`config.mk`:
```
export PLATFORM = sky130hd
export DESIGN_NAME = lru_keyed_value_cache_top
export DESIGN_NICKNAME = d
export VERILOG_FILES = /design/src/hdl/lkvc_pkg.sv /design/src/hdl/lkvc_cell.sv /design/src/hdl/lru_keyed_value_cache_top.sv
export SDC_FILE = /design/constraint.sdc
export NUM_CORES = 1
export LEC_CHECK = 0
export BUFFER_PORTS_ARGS = -buffer_cell sky130_fd_sc_hd__buf_4
export CAP_MARGIN = 40
export CORE_UTILIZATION = 25
export CTS_CLUSTER_SIZE = 28
export DETAILED_ROUTE_END_ITERATION = 10
export SYNTH_ARGS = -nofsm -noshare
export SYNTH_HDL_FRONTEND = slang
export SYNTH_SLANG_ARGS = --single-unit
```
`constraint.sdc`:
```
create_clock -name clk_i -period 11.6 [get_ports clk_i]
set_input_delay 0.58 -clock clk_i [delete_from_list [all_inputs] [get_ports clk_i]]
set_output_delay 0.58 -clock clk_i [all_outputs]
set_load 0.01 [all_outputs]
```
`src/hdl/lkvc_pkg.sv`:
```
// shared types and constants for the lru key/value cache
`default_nettype none

package lkvc_pkg;

  localparam int Capacity = 8;
  localparam int KeyBits  = 32;
  localparam int InKeyW   = 32;
  localparam int ValueW   = 64;

  typedef logic [KeyBits-1:0] key_t;
  typedef logic [ValueW-1:0]  value_t;

  typedef struct packed {
    key_t   key;
    value_t value;
  } entry_t;

  // per-cell status seen by the control logic
  typedef struct packed {
    logic valid;
    logic match;
  } cell_stat_t;

  typedef enum logic [0:0] {
    OpLookup = 1'b0,
    OpInsert = 1'b1
  } op_e;

endpackage

`default_nettype wire

```
`src/hdl/lkvc_cell.sv`:
```
// one recency position of the cache: entry register, valid bit and key compare
`default_nettype none

module lkvc_cell import lkvc_pkg::*; (
  input  wire logic       clk_i,
  input  wire logic       rst_ni,
  input  wire logic       shift_i,
  input  wire entry_t     prev_entry_i,
  input  wire logic       prev_valid_i,
  input  wire key_t       lookup_key_i,
  output entry_t          entry_o,
  output logic            valid_o,
  output cell_stat_t      stat_o
);

  entry_t entry_q;
  logic   valid_q;

  always_ff @(posedge clk_i or negedge rst_ni) begin
    if (!rst_ni) begin
      valid_q <= 1'b0;
    end else if (shift_i) begin
      valid_q <= prev_valid_i;
    end
  end

  always_ff @(posedge clk_i) begin
    if (shift_i) begin
      entry_q <= prev_entry_i;
    end
  end

  assign entry_o      = entry_q;
  assign valid_o      = valid_q;
  assign stat_o.valid = valid_q;
  assign stat_o.match = valid_q && (entry_q.key == lookup_key_i);

endmodule

`default_nettype wire

```
`src/hdl/lru_keyed_value_cache_top.sv`:
```
// fully associative lru key/value cache built as a chain of recency cells
// the result is registered: it is valid in the cycle after the input transaction is accepted
// throughput: one transaction per cycle while the output is not stalled; the output register is
//   refilled in the cycle it is taken, set by the combinational compare and shift of the cell chain
// reset: all cells invalid (empty cache), output register empty; entry payload
//   is not reset and is never read before it is written
`default_nettype none

module lru_keyed_value_cache_top import lkvc_pkg::*; (
  input  wire logic               clk_i,
  input  wire logic               rst_ni,
  input  wire logic               in_valid_i,
  output logic                    in_ready_o,
  input  wire logic               operation_i,
  input  wire logic [InKeyW-1:0]  key_i,
  input  wire logic [ValueW-1:0]  value_i,
  output logic                    out_valid_o,
  input  wire logic               out_ready_i,
  output logic                    found_o,
  output logic [ValueW-1:0]       result_value_o,
  output logic                    evicted_o,
  output logic [InKeyW-1:0]       evicted_key_o
);

  // cell i holds recency position i, cell 0 is the most recent
  entry_t     cell_entry [Capacity];
  logic       cell_valid [Capacity];
  cell_stat_t cell_stat  [Capacity];
  logic       cell_shift [Capacity];

  key_t   lookup_key;
  logic   accept;
  logic   is_insert;
  logic   hit;
  value_t hit_value;
  logic   full;
  entry_t front_entry;
  logic   prefix_match [Capacity];

  assign lookup_key = KeyBits'(key_i);
  assign accept     = in_valid_i && in_ready_o;
  assign is_insert  = (op_e'(operation_i) == OpInsert);
  assign full       = cell_valid[Capacity-1];

  // first match from the front wins; cells up to it slide back one place
  always_comb begin
    hit_value = '0;
    for (int i = 0; i < Capacity; i++) begin
      if (i == 0) begin
        prefix_match[i] = cell_stat[i].match;
        if (cell_stat[i].match) begin
          hit_value = cell_entry[i].value;
        end
      end else begin
        prefix_match[i] = prefix_match[i-1] || cell_stat[i].match;
        if (cell_stat[i].match && !prefix_match[i-1]) begin
          hit_value = cell_entry[i].value;
        end
      end
    end
    hit = prefix_match[Capacity-1];
  end

  // the front cell takes the new entry on insert or the hit entry on lookup;
  // the hit key equals the lookup key, so only the value needs a select
  assign front_entry.key   = lookup_key;
  assign front_entry.value = is_insert ? value_i : hit_value;

  // insert shifts the whole chain, the last entry falls off when full;
  // a hit shifts only the cells in front of and at the first match
  always_comb begin
    for (int i = 0; i < Capacity; i++) begin
      if (i == 0) begin
        cell_shift[i] = accept && (is_insert || hit);
      end else begin
        cell_shift[i] = accept && (is_insert || (hit && !prefix_match[i-1]));
      end
    end
  end

  for (genvar g = 0; g < Capacity; g++) begin : g_cell
    if (g == 0) begin : g_front
      lkvc_cell u_cell (
        .clk_i        (clk_i),
        .rst_ni       (rst_ni),
        .shift_i      (cell_shift[g]),
        .prev_entry_i (front_entry),
        .prev_valid_i (1'b1),
        .lookup_key_i (lookup_key),
        .entry_o      (cell_entry[g]),
        .valid_o      (cell_valid[g]),
        .stat_o       (cell_stat[g])
      );
    end else begin : g_rest
      lkvc_cell u_cell (
        .clk_i        (clk_i),
        .rst_ni       (rst_ni),
        .shift_i      (cell_shift[g]),
        .prev_entry_i (cell_entry[g-1]),
        .prev_valid_i (cell_valid[g-1]),
        .lookup_key_i (lookup_key),
        .entry_o      (cell_entry[g]),
        .valid_o      (cell_valid[g]),
        .stat_o       (cell_stat[g])
      );
    end
  end

  // output register, refilled whenever empty or being drained
  logic                out_valid_q, out_valid_d;
  logic                found_q, found_d;
  logic [ValueW-1:0]   result_value_q, result_value_d;
  logic                evicted_q, evicted_d;
  logic [InKeyW-1:0]   evicted_key_q, evicted_key_d;

  assign in_ready_o = !out_valid_q || out_ready_i;

  always_comb begin
    out_valid_d    = out_valid_q && !out_ready_i;
    found_d        = found_q;
    result_value_d = result_value_q;
    evicted_d      = evicted_q;
    evicted_key_d  = evicted_key_q;
    if (accept) begin
      out_valid_d = 1'b1;
      if (is_insert) begin
        found_d        = 1'b1;
        result_value_d = value_i;
        evicted_d      = full;
        evicted_key_d  = full ? InKeyW'(cell_entry[Capacity-1].key) : '0;
      end else begin
        found_d        = hit;
        result_value_d = hit ? hit_value : '0;
        evicted_d      = 1'b0;
        evicted_key_d  = '0;
      end
    end
  end

  always_ff @(posedge clk_i or negedge rst_ni) begin
    if (!rst_ni) begin
      out_valid_q <= 1'b0;
    end else begin
      out_valid_q <= out_valid_d;
    end
  end

  always_ff @(posedge clk_i) begin
    found_q        <= found_d;
    result_value_q <= result_value_d;
    evicted_q      <= evicted_d;
    evicted_key_q  <= evicted_key_d;
  end

  assign out_valid_o    = out_valid_q;
  assign found_o        = found_q;
  assign result_value_o = result_value_q;
  assign evicted_o      = evicted_q;
  assign evicted_key_o  = evicted_key_q;

endmodule

`default_nettype wire

```
==> flow_metrics.tcl, run 1 <==
set metrics [dict create \
    status "completed" \
    synth-main-ff-cell "edfxtp_1" \
    synth_area_mm2 0.03508 \
    final_util_pct 29.87 \
    drive_gt1_share_pct 16.29 \
    critPathLaunch "g_cell[3].g_rest.u_cell.entry_o[85]" \
    slew_violations 0 \
    rows 137 \
    areaGrowthSynthToFinish_pct 18.64 \
    setup_viol 0 \
    cts_buffers 86 \
    cts_tree "yes" \
    clockRootBuffer "clkbuf_16" \
    layout_min_cycle_time_ps 5967 \
    synth_compound_area_share_pct 9.016 \
    r2r-end "g_cell[2].g_rest.u_cell.valid_o" \
    grt_pass1_vias 20040 \
    fin_crit_sh_pct 51.44 \
    antenna_left 0 \
    wl_mm 98.66 \
    place_ws_ps 5196 \
    portBuffers 200 \
    rsz0062_at_grt "false" \
    fp.coreArea_mm2 0.1394 \
    slew_headroom_pct 38.09 \
    hold-worst-slack_ps 92.85 \
    final_common_cell "edfxtp_1" \
    fin_setup_tns_ps 0 \
    ys_async_sr_fraction_pct 1.029 \
    synth_cells 2297 \
    crit_path_end "g_cell[2].g_rest.u_cell.valid_o" \
    critical_path_required_ps 12160 \
    clk_latency_ps 690 \
    finalHoldViolCount 0 \
    start_util_pct 25.17 \
    synth_simple_gate_area_share_pct 7.375 \
    grt_start_max_net_pins 67 \
    die_y_um 376.6 \
    grt_antenna_before_repair 9 \
    tightest_slew_ps 928.6 \
    cp.arrival_ps 6530 \
    ctsResizeCount 0 \
    r2r-start "g_cell[3].g_rest.u_cell.entry_o[85]" \
    clockBufferDepth 3 \
    layout_common_cells "edfxtp_1 (866), buf_4 (230), nand2_1 (137), o21ai_1 (132), xor2_1 (129)" \
    avgRoutedWirePerCell_um 22.29 \
    die_w_um 376.6 \
    synth_nets 2398 \
    ys_types 53 \
    finalClockSkew_ps 36.49 \
    power_density_mw_per_mm2 164.0 \
    endpoint_kind "flip-flop" \
    reg2reg_depth 13 \
    viasPerCell 4.663 \
    startpoint_type "flip-flop" \
    seq_area_frac_synth_pct 74.76 \
    cts.sinks 875 \
    dr.pass1.iters 7 \
    synth-xor-area-share_pct 6.316 \
    crit_path_max_fanout 45 \
    cts_max_level 3 \
    vdd_drop_max_v 0.0001002 \
    critical_path_class "reg -> reg" \
    cap_violations 0 \
    avgSynthCellArea_um2 15.27 \
    synth_warnings 0 \
    reg2reg_setup_slack_ps 5630 \
    vias 20640 \
    grt_use_total_pct 13.71 \
    drc_errors 0 \
    fin_nets 2584 \
    place_congestion 0.8543 \
    grt_pass1_wl_mm 143.3 \
    ys_ff_latch 875 \
    synth_mux_area_share_pct 0.2247 \
    fmax_mhz 167.6 \
    post-dp-hpwl_mm 65.34 \
    io_pins 201 \
    overflow 0 \
    holdCritPathClass "in -> reg" \
    drtIter0Drc 2305 \
    synth-adder-area-share_pct 0 \
    dieArea_mm2 0.1418 \
    p_leak_nw 13.26 \
    synth_top_family_by_area "compound AO/OA/AOI/OAI gates" \
    synth_edf_count 866 \
    worst_slack_ps 5633 \
    clk_pin_slew_ps 60 \
]
worst max-delay path, stage by stage, from the launching register on:
cell and delay (ps):
edfxtp_1 400, xor2_1 170, nor4_1 530, nand4_1 280, nor4_4 760, or4_4 320
nor3b_4 130, a31oi_4 430, buf_4 470, buf_4 580, and2_4 480, buf_16 270
buf_4 570, mux2_1 370
registers in the layout, summed over array words and instances, names as in the netlist:
name	flops
g_cell.g_front.u_cell.valid_o	1
g_cell.g_front.u_cell.entry_o	96
out_valid_o	1
found_o	1
evicted_key_o	32
g_cell.g_rest.u_cell.valid_o	7
result_value_o	64
evicted_o	1
g_cell.g_rest.u_cell.entry_o	672
timing repair:
action,in CTS,in global routing
hold buffers,1,0
endpoints found under the hold margin,9,0
setup endpoints to repair,0,0
buffers inserted,0,0
logic make-up (layout without fill, tap and decap cells):
logic type                count (synthesis)  count (layout)
xor gates and xnor gates                253             253
muxes                                     7               7
AOI/OAI and AO/OA                       475             475
other                                     0               2
buffers and inverters                   155             406
DFF                                     875             875
and+or+nand+nor                         532             532
final cells by class:
type / count / area, µm²
Fill cell: 13800 / 97740
Sequential cell: 875 / 26230
Multi-Input combinational cell: 1267 / 8149
Tap cell: 1876 / 2347
Clock buffer: 99 / 2201
Timing Repair Buffer: 247 / 2127
Clock inverter: 54 / 539.3
Inverter: 6 / 25.02
Antenna cell: 2 / 5.005
report_power, final:
part | switching [mW] | internal [mW] | total, mW
combinational | 0.226 | 0.128 | 0.354
sequential | 0.0864 | 3.62 | 3.71
clock | 1.25 | 1.51 | 2.76
cells in the mapped netlist (3+ instances only):
cell      count  share of area (%)
nor4_1       34               0.61
nand4_1      32               0.57
o221ai_2      3               0.13
dfrtp_1       9               0.64
clkbuf_1     70               0.75
nand2_1     139                1.5
a21oi_1      74                1.1
buf_4        21               0.45
a22oi_1       4              0.086
o21ai_2       5               0.12
xor2_1      129                3.2
edfxtp_1    866                 74
nor2_1      126                1.3
inv_1         3              0.032
nor3_1       64               0.91
xnor2_1     124                3.1
and3_1       35               0.62
buf_6        12               0.39
o22a_1       55                1.4
a32o_1       56                1.6
a31oi_1      69                1.2
mux2_1        7               0.22
o221ai_1      5               0.12
or3b_2        3              0.075
or4_4         3              0.096
o21ai_0      37               0.53
a22o_1       14               0.35
nor4_4        3               0.18
a21o_1        7               0.15
nand3_1      79                1.1
o21ai_1     132                1.9
and2_1        3              0.054
buf_2        46               0.66
stage by stage:
stage	cell area, µm²	total power [mW]	std cells
after floorplan	35080	3.928	2297
after global placement	38480	4.121	4254
after detailed placement	38870	4.135	4270
after CTS	41620	6.891	4424
after global routing	41620	7.038	4425
final	41620	6.828	4426
metal layers:
metal  GRT usage (%)  wire length [µm]  share of wire, %
met2           20.67             44430                45
met1           19.95             43970                45
met5               0                13             0.013
met3           2.512              8166               8.3
met4           3.942              2071               2.1
worst min path at each step:
stage | slack, ps | depth (start not counted) | to | from
2_1_floorplan | 280 | 0 | g_cell[0].g_front.u_cell.valid_o | rst_ni
3_3_place_gp | 430 | 0 | g_cell[3].g_rest.u_cell.entry_o[31] | g_cell[2].g_rest.u_cell.entry_o[31]
3_5_place_dp | 430 | 0 | g_cell[2].g_rest.u_cell.entry_o[36] | g_cell[1].g_rest.u_cell.entry_o[36]
4_1_cts | 40 | 2 | out_valid_o | in_valid_i
5_1_grt | 80 | 2 | out_valid_o | in_valid_i
6_report | 90 | 2 | out_valid_o | in_valid_i
Note: power is estimated with default switching activity, not from simulation.
==> inputs of run 2 (changes only) <==
clock period = 5.2 ns   (was 11.6 ns; I/O delays follow)
==> run 2 against run 1 <==
  * Global-route usage is 0.16 points higher
  * Clock skew up 25 ps
  * Setup slack got worse by 4800 ps
  * Register-to-register slack worse by 4800 ps
  * Clock power is 140% higher
  * Maximum frequency increased by 37%
  * Largest power group unchanged
==> flow_metrics.tcl, run 2 (synthesis results as in run 1) <==
set metrics [dict create \
    critical_path_class "reg -> reg" \
    post-route-cell-area_mm2 0.04301 \
    top_usage_layer "met2" \
    drtIter0Drc 2288 \
    layout_common_cells "edfxtp_1 (866), buf_4 (246), nand2_1 (137), o21ai_1 (132), xor2_1 (129)" \
    grtUsageMet2_pct 20.84 \
    drive_gt1_share_pct 16.68 \
    finalHoldViolCount 0 \
    finalClockSkew_ps 61.15 \
    place_congestion 0.8113 \
    slew_violations 0 \
    hold-worst-slack_ps 67.34 \
    cp.arrival_ps 4640 \
    vias 20960 \
    rows 137 \
    critPathMaxStageDelay_ps 550 \
    r2r-start "g_cell[3].g_rest.u_cell.entry_o[91]" \
    grt_start_max_net_pins 79 \
    largest_reg_flops 672 \
    die_y_um 376.6 \
    dp.cells 4288 \
    dieArea_mm2 0.1418 \
    crit_path_max_fanout 33 \
    critical_path.top_delay_family "simple AND/OR/NAND/NOR gates" \
    grt_use_total_pct 13.87 \
    holdCritPathClass "in -> reg" \
    avgRoutedWirePerCell_um 21.93 \
    p_leak_nw 13.89 \
    portBuffers 200 \
    power_density_mw_per_mm2 366.9 \
    startpoint_type "flip-flop" \
    multi_input_area_mm2 0.008149 \
    slew_headroom_pct 37.54 \
    status "completed" \
    io_pins 201 \
    path_cells "xor2_1 -> nor4_1 -> nand3_1 -> nor4_4 -> buf_4 -> or4_4 -> nor3b_4 -> a31oi_4 -> a21boi_4 -> buf_4" \
    post_cts_buffers 0 \
    instances_no_fill 4551 \
    fp.coreArea_mm2 0.1394 \
    cts_buffers 89 \
    layout_min_cycle_time_ps 4345 \
    clockRootBuffer "clkbuf_16" \
    cap_violations 0 \
    cts.sinks 875 \
    setup_viol 0 \
    reg2reg_depth 10 \
    seq_area_mm2 0.02623 \
    drc_errors 0 \
    clk_pin_slew_ps 70 \
    tightest_slew_ps 936.9 \
    grt_use_met3_pct 3.820 \
    rsz0062_at_grt "false" \
    clockBufferDepth 3 \
    grt_pass1_wl_mm 144.4 \
    fin_crit_sh_pct 83.56 \
    worst-path-buf-inv 2 \
    crit_top_cell "buf_4" \
    viasPerCell 4.605 \
    reg2reg_setup_slack_ps 860 \
    die_w_um 376.6 \
    wl_mm 99.80 \
    nFillCells 13730 \
    final_common_cell "edfxtp_1" \
    holdPathStages 3 \
    post-dp-hpwl_mm 64.93 \
    dr.pass1.iters 5 \
    final_util_pct 30.86 \
    vdd_drop_max_v 0.0002402 \
    cts_max_level 3 \
    critPathSlowestCell "a31oi_4" \
    min_to "g_cell[0].g_front.u_cell.entry_o[4]" \
    critical_path_required_ps 5500 \
    dpl_cell_area_mm2 0.03899 \
    endpoint_kind "flip-flop" \
    areaGrowthSynthToFinish_pct 22.59 \
    grt_antenna_before_repair 9 \
    clk_latency_ps 710 \
    fmax_mhz 230.2 \
    ctsHoldBuffers 98 \
    gr-usage-met1_pct 19.38 \
    cts_tree "yes" \
    antenna_left 0 \
    overflow 0 \
    ctsResizeCount 0 \
    hold_start "value_i[4]" \
    fin_nets 2702 \
    start_util_pct 25.17 \
    grt_pass1_vias 20930 \
    r2r-end "g_cell[1].g_rest.u_cell.entry_o[40]" \
]
## run 2: cell count changes in the layout (fill, tap and decap cells not counted), moves of 2 or more
cell,delta
bufinv_16,+4
clkbuf_16,+4
buf_4,+16
buf_12,+12
clkbuf_1,-4
clkinv_1,+2
dlygate4sd3_1,+97
clkbuf_8,+7
buf_16,-8
## run 2: worst max path at each step
stage,start,endpoint,slack [ps],cells past startpoint
after floorplan,key_i[31],g_cell[1].g_rest.u_cell.valid_o,-1620,10
after global placement,key_i[3],g_cell[3].g_rest.u_cell.entry_o[36],670,9
after detailed placement,key_i[3],g_cell[1].g_rest.u_cell.entry_o[49],800,9
after CTS,g_cell[7].g_rest.u_cell.entry_o[67],g_cell[1].g_rest.u_cell.entry_o[40],870,8
after global routing,g_cell[7].g_rest.u_cell.entry_o[67],g_cell[1].g_rest.u_cell.entry_o[39],770,8
final,g_cell[3].g_rest.u_cell.entry_o[91],g_cell[1].g_rest.u_cell.entry_o[40],860,10
## run 2: final cells by class
class,instances,share of cell area (%)
well taps,1876,5.458
clock inverters,58,1.519
diodes,1,0.005819
flip-flops and latches,875,60.99
multi-input cells,1267,18.95
repair buffers,362,7.483
clock buffers,106,5.539
inverters,6,0.05819
## run 2: power by group
part	internal, mW	total, mW	switching (mW)
Sequential	8.08	8.24	0.161
Clock	3.80	6.65	2.85
Combinational	0.338	0.893	0.555
## run 2: per-stage QoR
stage                     setup slack [ps]  TNS, ps  power [mW]
after floorplan                      -1617  -685300       8.761
after global placement               667.0        0       9.218
after detailed placement             798.1        0       9.235
after global routing                 772.8        0       16.27
after CTS                            874.9        0       15.92
final                                855.1        0       15.78
## run 2: tightest hold or removal path, cell delays in order
cell and delay, ps:
buf_4 120, nand2_1 120, o21ai_1 120
## run 2: routing by layer
metal | wire length [µm] | vias up | share of wire (%)
li1 | - | 9450 | -
met1 | 43900 | 10460 | 44
met4 | 2577 | 10 | 2.6
met2 | 44350 | 893 | 44
met5 | 55 | - | 0.055
met3 | 8915 | 150 | 8.9
